[src/rtl/core/kcq_pkg.sv]
// kcq_pkg: shared types and constants of the k-means color quantizer core
// no dependencies; imported by every module of the core
`default_nettype none

package kcq_pkg;

   localparam int MAX_PIXELS   = 65536;
   localparam int ADDR_W       = 16;
   localparam int TOTAL_W      = 17;
   localparam int MAX_CLUSTERS = 16;
   localparam int CL_W         = 4;
   localparam int KCNT_W       = 5;
   localparam int SUM_W        = 24;
   localparam int CEN_W        = 16;
   localparam int SQ_W         = 32;
   localparam int DIST_W       = 34;
   localparam int PIX_W        = 24;
   localparam int DIVD_W       = 32;

   localparam logic [15:0] LFSR_TAPS = 16'hB400;

   localparam logic [1:0] CSR_CLUSTER_COUNT   = 2'd0;
   localparam logic [1:0] CSR_ITERATION_COUNT = 2'd1;
   localparam logic [1:0] CSR_LFSR_SEED       = 2'd2;

   localparam logic CMD_LOAD = 1'b0;
   localparam logic CMD_READ = 1'b1;

   typedef struct packed {
      logic                 start;
      logic [DIVD_W-1:0]    dividend;
      logic [TOTAL_W-1:0]   divisor;
   } div_req_type;

   typedef struct packed {
      logic                 done;
      logic [DIVD_W-1:0]    quotient;
      logic [TOTAL_W-1:0]   remainder;
   } div_rsp_type;

   typedef struct packed {
      logic                 en;
      logic [ADDR_W-1:0]    addr;
      logic [PIX_W-1:0]     data;
   } pix_wr_type;

   typedef struct packed {
      logic                 en;
      logic [ADDR_W-1:0]    addr;
      logic [CL_W-1:0]      label;
   } lbl_wr_type;

   typedef enum logic [3:0] {
      ST_IDLE,
      ST_READ_OUT,
      ST_SEED_STEP,
      ST_SEED_DIV,
      ST_SEED_READ,
      ST_SEED_WRITE,
      ST_PASS_START,
      ST_PASS_RUN,
      ST_PASS_DRAIN,
      ST_DIV_START,
      ST_DIV_WAIT
   } state_type;

endpackage

`default_nettype wire

[src/rtl/core/kcq_divider.sv]
// kcq_divider: restoring divider, one quotient bit per cycle
// depends on kcq_pkg for the request and response structs
`default_nettype none

module kcq_divider
   import kcq_pkg::*;
(
   input  wire logic        clock,
   input  wire logic        reset,
   input  wire div_req_type req,
   output div_rsp_type      rsp
);

   localparam int CNT_W = $clog2(DIVD_W);

   logic [TOTAL_W-1:0] rem_ff, rem_in;
   logic [DIVD_W-1:0]  quo_ff, quo_in;
   logic [TOTAL_W-1:0] dsr_ff;
   logic [CNT_W-1:0]   cnt_ff;
   logic               run_ff, done_ff;
   logic [TOTAL_W:0]   trial;
   logic               fits;

   always_comb begin
      trial  = {rem_ff, quo_ff[DIVD_W-1]};
      fits   = (trial >= {1'b0, dsr_ff});
      rem_in = fits ? TOTAL_W'(trial - {1'b0, dsr_ff}) : trial[TOTAL_W-1:0];
      quo_in = {quo_ff[DIVD_W-2:0], fits};
   end

   always_ff @(posedge clock) begin
      if (reset) begin
         run_ff  <= 1'b0;
         done_ff <= 1'b0;
         cnt_ff  <= '0;
      end else begin
         done_ff <= 1'b0;
         if (req.start) begin
            run_ff <= 1'b1;
            cnt_ff <= '0;
         end else if (run_ff) begin
            cnt_ff <= cnt_ff + 1'b1;
            if (cnt_ff == CNT_W'(DIVD_W - 1)) begin
               run_ff  <= 1'b0;
               done_ff <= 1'b1;
            end
         end
      end
   end

   always_ff @(posedge clock) begin
      if (req.start) begin
         rem_ff <= '0;
         quo_ff <= req.dividend;
         dsr_ff <= req.divisor;
      end else if (run_ff) begin
         rem_ff <= rem_in;
         quo_ff <= quo_in;
      end
   end

   assign rsp.done      = done_ff;
   assign rsp.quotient  = quo_ff;
   assign rsp.remainder = rem_ff;

endmodule

`default_nettype wire

[config.mk]
export PLATFORM = sky130hd
export DESIGN_NAME = kcq_divider
export DESIGN_NICKNAME = d
export VERILOG_FILES = /design/src/rtl/core/kcq_pkg.sv /design/src/rtl/core/kcq_divider.sv
export SDC_FILE = /design/constraint.sdc
export NUM_CORES = 1
export LEC_CHECK = 0
export BUFFER_PORTS_ARGS = -buffer_cell sky130_fd_sc_hd__buf_4
export CORE_MARGIN = 1
export CORE_UTILIZATION = 53
export DETAILED_ROUTE_END_ITERATION = 6
export GPL_ROUTABILITY_DRIVEN = 0
export PLACE_DENSITY = 0.81
export RECOVER_POWER = 100
export SLEW_MARGIN = 30
export SYNTH_ARGS = -nofsm -noshare
export SYNTH_HDL_FRONTEND = slang
export SYNTH_SLANG_ARGS = --single-unit
[constraint.sdc]
create_clock -name clock -period 2.7 [get_ports clock]
set_input_delay 0.405 -clock clock [delete_from_list [all_inputs] [get_ports clock]]
set_output_delay 0.405 -clock clock [all_outputs]
set_load 0.02 [all_outputs]
# --- Yosys cells after proc, flatten, opt, wreduce, memory -nomap -nowiden ---
# Index checks and enable logic that the tools add are counted.
op_classes:
  add_sub_neg: 2
  n_mul: 0
  n_div: 0
  magnitude_cmp: 1
  eq_ne: 1
  shift: 0
  n_mux: 7
  bitwise_logic: 1
  n_reduce_logical: 3
ops:
  columns: ["cell", "n"]
  rows:
  - ["two-way mux 32 bit", 2]
  - ["greater-or-equal comparator 18 x 17 -> 1 bit", 1]
  - ["two-way mux 17 bit", 1]
  - ["subtractor 17 bit", 1]
  - ["adder 5 x 1 -> 5 bit, second input constant", 1]
  - ["equality test 5 bit, second input constant", 1]
  - ["two-way mux 1 bit", 4]
  - ["OR reduction 3 bit", 1]
  - ["nonzero test 2 bit", 1]
  - ["OR reduction 2 bit", 1]
  - ["NOT 1 bit", 1]
totals:
  register_bits: 73
  latchBits: 0
  mem_bits_rw: 0
  rom_bits: 0
  in_bits: 52
  output_inout_bits: 50
  n_memories: 0

# --- Logic depth before layout (Yosys ltp) ---
depth:
  depth_word: 4
  ltp_mapped: 11
  mapped_depth_nobuf: 10

# --- Worst setup path before layout ---
# OpenSTA, ideal clock, no wires.
synth_timing:
  path_kind: "flip-flop to flip-flop"
  startpoint: "reg quo_ff[31]"
  endpoint: "reg quo_ff[0], data pin"
  t_arrival_ns: 2.396
  t_required_ns: 2.440
  path_slack_ns: 0.044
  stages_incl_launch_ff: 11
  n_path_buf: 1
  path_cell_list: "edfxtp_1 > inv_1 > ha_1 > inv_1 > fa_1 > a211oi_1 > o21a_1 > o22ai_2 > a21o_1 > buf_2 > mux2_2"
synth_between:
  elab_chain_len: 3
synth_lines:
  columns: ["item", "line", "rtl"]
  rows:
  - ["from (decl)", "kcq_divider.sv:17", "logic [DIVD_W-1:0] quo_ff, quo_in;"]
  - ["from (signal assigned)", "kcq_divider.sv:54", "quo_ff <= req.dividend;"]
  - ["from (signal assigned)", "kcq_divider.sv:58", "quo_ff <= quo_in;"]
  - ["greater-or-equal comparator 18 x 17 -> 1 bit", "kcq_divider.sv:26", "fits = (trial >= {1'b0, dsr_ff});"]
  - ["two-way mux 32 bit", "kcq_divider.sv:56", "end else if (run_ff) begin"]
  - ["two-way mux 32 bit", "kcq_divider.sv:52", "if (req.start) begin"]
# Every way passes these cells. The select of a mux whose other input is x is not followed.
# A chain may end at the register's enable or synchronous reset.

# --- Worst setup path in the final report ---
layout_timing:
  startpoint: "reg quo_ff[31]"
  endpoint: "reg rem_ff[16]"
layout_between:
  elab_chain_len: 2
  elab_cells_between_ends: 3
  classes_between: "1 x add/sub; 1 x order compare; 1 x mux"
layout_lines:
  columns: ["item", "line", "rtl"]
  rows:
  - ["subtractor 17 bit or greater-or-equal comparator 18 x 17 -> 1 bit (tied branches)", "kcq_divider.sv:27, kcq_divider.sv:26", null]
  - ["two-way mux 17 bit *", "kcq_divider.sv:27", "rem_in = fits ? TOTAL_W'(trial - {1'b0, dsr_ff}) : trial[TOTAL_W-1:0];"]
  - ["to (signal assigned)", "kcq_divider.sv:57", "rem_ff <= rem_in;"]
  - ["to (decl)", "kcq_divider.sv:16", "logic [TOTAL_W-1:0] rem_ff, rem_in;"]
# Every way passes the cells marked *; elsewhere a longest branch is shown, timed or not.

==> impl_metrics.toml <==
[pwr]
seqPwrFrac_pct = 45.8
finalPower_mw = 2.99
combPwrFrac_pct = 24.6
leakage_nw = 1.90
swShare_pct = 30.8
irDropWorstVdd_mv = 0.364
p_clk_share_pct = 29.6
power.internal_mw = 2.07
powerDensity_nw_per_um2 = 625
p_switching_uw = 921

[sta]
slew_headroom_pct = 21.2
rsz0062_at_grt = "false"
finalSetupViolations = 0
fin_setup_tns_ps = 0
fmax_ghz = 0.396
fin_crit_sh_pct = 93.5
worst_slew_pin_slew_ps = 1180
period_needed_ps = 2520
hold_viol_final = 0
slew_viol_final = 0
skew_ps = 11.7

[setup_path]
reg2reg_to = "rem_ff[16]$_SDFFE_PP0P_"
worstReg2RegStart = "quo_ff[31]$_DFFE_PP_"
startpoint_type = "flip-flop"
critical_path.cell_chain = "inv_1 -> ha_1 -> inv_1 -> fa_1 -> a211oi_2 -> o21a_1 -> o22ai_2 -> a21o_4 -> buf_12 -> o31ai_1 -> a31o_2"
worstPathRequired_ps = 2990
crit_type = "reg2reg"
crit_fanout = 12
crit_family = "compound AO/OA/AOI/OAI gates"
worst-path-stages = 11
max_stage_delay_ps = 400
reg2reg_depth = 11
path_buf_inv = 3
r2r_slack_ps = 180
cpMaxStageDelayCell = "fa_1"
cp.arrival_ps = 2810
path_common_cell = "inv_1"
endpoint = "rem_ff[16]$_SDFFE_PP0P_"
cp-end-kind = "flip-flop"
cp-startpoint = "quo_ff[31]$_DFFE_PP_"

[synth]
avgSynthCellArea_sq_um = 11.3
ys.flop_type = "edfxtp_1"
yosys_warnings = 0
synthXorXnorAreaFrac_pct = 2.70
netlist_instances = 344
synth-seq-cells = 73
syn_nets = 416
synth_top_family_by_area = "compound AO/OA/AOI/OAI gates"
synthArstFlopShare_pct = 0
synth_compound_area_share_pct = 13.5
synthMuxAreaShare_pct = 11.8
syn_area_sq_um = 3890
synth_cell_types = 54
ys_seq_area_share_pct = 50.2
synth_fa_ha_area_share_pct = 6.63
synth_edf_count = 49
synth-simple-area-share_pct = 10.6

[detailed_routing]
wl_mm = 8.90
drc_errors = 0
wl_per_cell_microns = 16.3
vias = 3106
ant_nets = 0
post_drt_via_cell_ratio = 5.68
drtIter0Drc = 162
drtPass1Iterations = 4

[layout]
fillers = 560
synthToLayoutAreaGrowth_pct = 23.1
antenna_cells = 0
drive_above_1_share_pct = 25.5
final_nets = 518

[clock_tree]
cts_max_path_buffers = 2
h-tree-depth = 3
cts-root-buf = "clkbuf_8"
postCtsSetupBuffers = 0
cts_hold_buffers = 0
cts_tree = "yes"
cts_num_sinks = 73
clk_latency_ps = 350
clkTransAtPathRegs_ps = 80
cts_made_buffers = 9

[floorplanning]
core_area_sq_um = 6940
dieArea_sq_um = 7690
die_w_microns = 87.7
rows = 30
die_h_microns = 87.7
initial_utilization_pct = 56.0
boundaryPins = 102

[global_route]
grt.overflow.total = 0
grt_pass1_wl_mm = 14.2
track_usage_pct = 24.3
grt_pass1_vias = 3021
antenna_found_initial = 0
grt_max_degree = 53

[run_status]
status = "completed"

[place]
port-buffer-count = 101
dp_hpwl_mm = 6.30

[job]
max_cap_viol_count = 0

[hold_path]
hold_class = "in2reg"
[Yosys cell counts, types with 5 or more instances]
library cell,count,area share [%]
o21ai_0,13,1.7
xor2_1,7,1.6
a21oi_1,17,2.2
dfxtp_1,24,12
nand4_1,6,0.97
nor2_1,24,2.3
a211oi_1,10,1.9
edfxtp_1,49,38
nand2_1,21,2.0
xnor2_1,5,1.1
mux2_2,32,9.3
inv_1,23,2.2
ha_1,19,6.1
nand3_1,5,0.64
clkbuf_1,11,1.1
mux2i_1,10,2.6
[state kept, by name (all words and copies together) (netlist names)]
| signal | cells |
|---|---|
| dsr_ff | 17 |
| cnt_ff | 5 |
| quo_ff | 32 |
| run_ff | 1 |
| rem_ff | 17 |
| done_ff | 1 |
[power by group through the flow]
stage	sequential, mW	combinational, mW	clock (mW)
floorplan	1.47	0.418	0
global placement	1.39	0.767	0
detailed placement	1.40	0.781	0
CTS	1.37	0.789	0.899
global route	1.38	0.804	0.944
finish	1.37	0.737	0.888
[through the flow]
stage / util [%] / area (sq um) / worst slack (ps) / cells / hold WS [ps]
final: 69.0 / 4790 / 176 / 547 / 216
after global routing: 69.0 / 4790 / 22.5 / 547 / 199
after CTS: 71.5 / 4970 / 56.8 / 547 / 197
after detailed placement: 68.6 / 4760 / 44.5 / 531 / 499
after global placement: 68.6 / 4760 / 123 / 531 / 483
after floorplan: - / 3890 / 44.0 / 344 / 467
[worst min path at each step]
stage | end | cells past startpoint | start | slack [ps]
2_1_floorplan | cnt_ff[4]$_SDFFE_PP0P_ | 2 | cnt_ff[4]$_SDFFE_PP0P_ | 470
6_report | run_ff$_SDFF_PP0_ | 2 | reset | 220
4_1_cts | run_ff$_SDFF_PP0_ | 2 | reset | 200
3_3_place_gp | cnt_ff[4]$_SDFFE_PP0P_ | 2 | cnt_ff[4]$_SDFFE_PP0P_ | 480
5_1_grt | run_ff$_SDFF_PP0_ | 2 | reset | 200
3_5_place_dp | cnt_ff[3]$_SDFFE_PP0P_ | 2 | cnt_ff[3]$_SDFFE_PP0P_ | 500
[cells in the final DEF (no fill, tap or decap), types with 5 or more instances in the layout]
cell type	netlist	final
a211oi_1	10	9
dfxtp_1	24	24
inv_1	23	23
mux2i_1	10	10
o21ai_0	13	13
xnor2_1	5	5
edfxtp_1	49	49
nor2_1	24	24
clkbuf_8	0	10
xor2_1	7	7
clkbuf_1	11	51
nand4_1	6	6
nand3_1	5	5
ha_1	19	19
mux2_2	32	31
buf_4	1	39
a21oi_1	17	17
clkbuf_4	0	17
nand2_1	21	21
[per-layer routing]
metal,GRT usage (%),up-vias,wire length (microns)
met4,7.60,0,119
met2,41.8,117,4440
met5,0,-,0
met3,9.80,13,778
met1,27.7,1489,3560
li1,-,1487,-
[kinds of logic (layout without fill, tap and decap cells)]
kind of cell / count (synthesis) / in the layout
mux: 42 / 42
buf+inv: 41 / 148
fa+ha+maj: 20 / 20
xor+xnor: 12 / 12
compound gates: 75 / 75
flops: 73 / 73
simple gates: 81 / 81
[area by class of cell]
cell class	instances	area (sq um)	share of cell area [%]
flip-flops and latches	73	1950	40.8
multi-input cells	230	1780	37.1
repair buffers	109	652	13.6
clock buffers	10	138	2.87
well taps	96	120	2.51
inverters	23	86.3	1.80
clock inverters	6	65.1	1.36
[repair_timing]
item | CTS | global route
endpoints found under the hold margin | 0 | 0
cloned | 0 | 0
endpoints found under the setup margin | 4 | 12
pin swaps | 0 | 1
gates resized for setup | 1 | 3
Note: power is estimated with default switching activity, not from simulation.
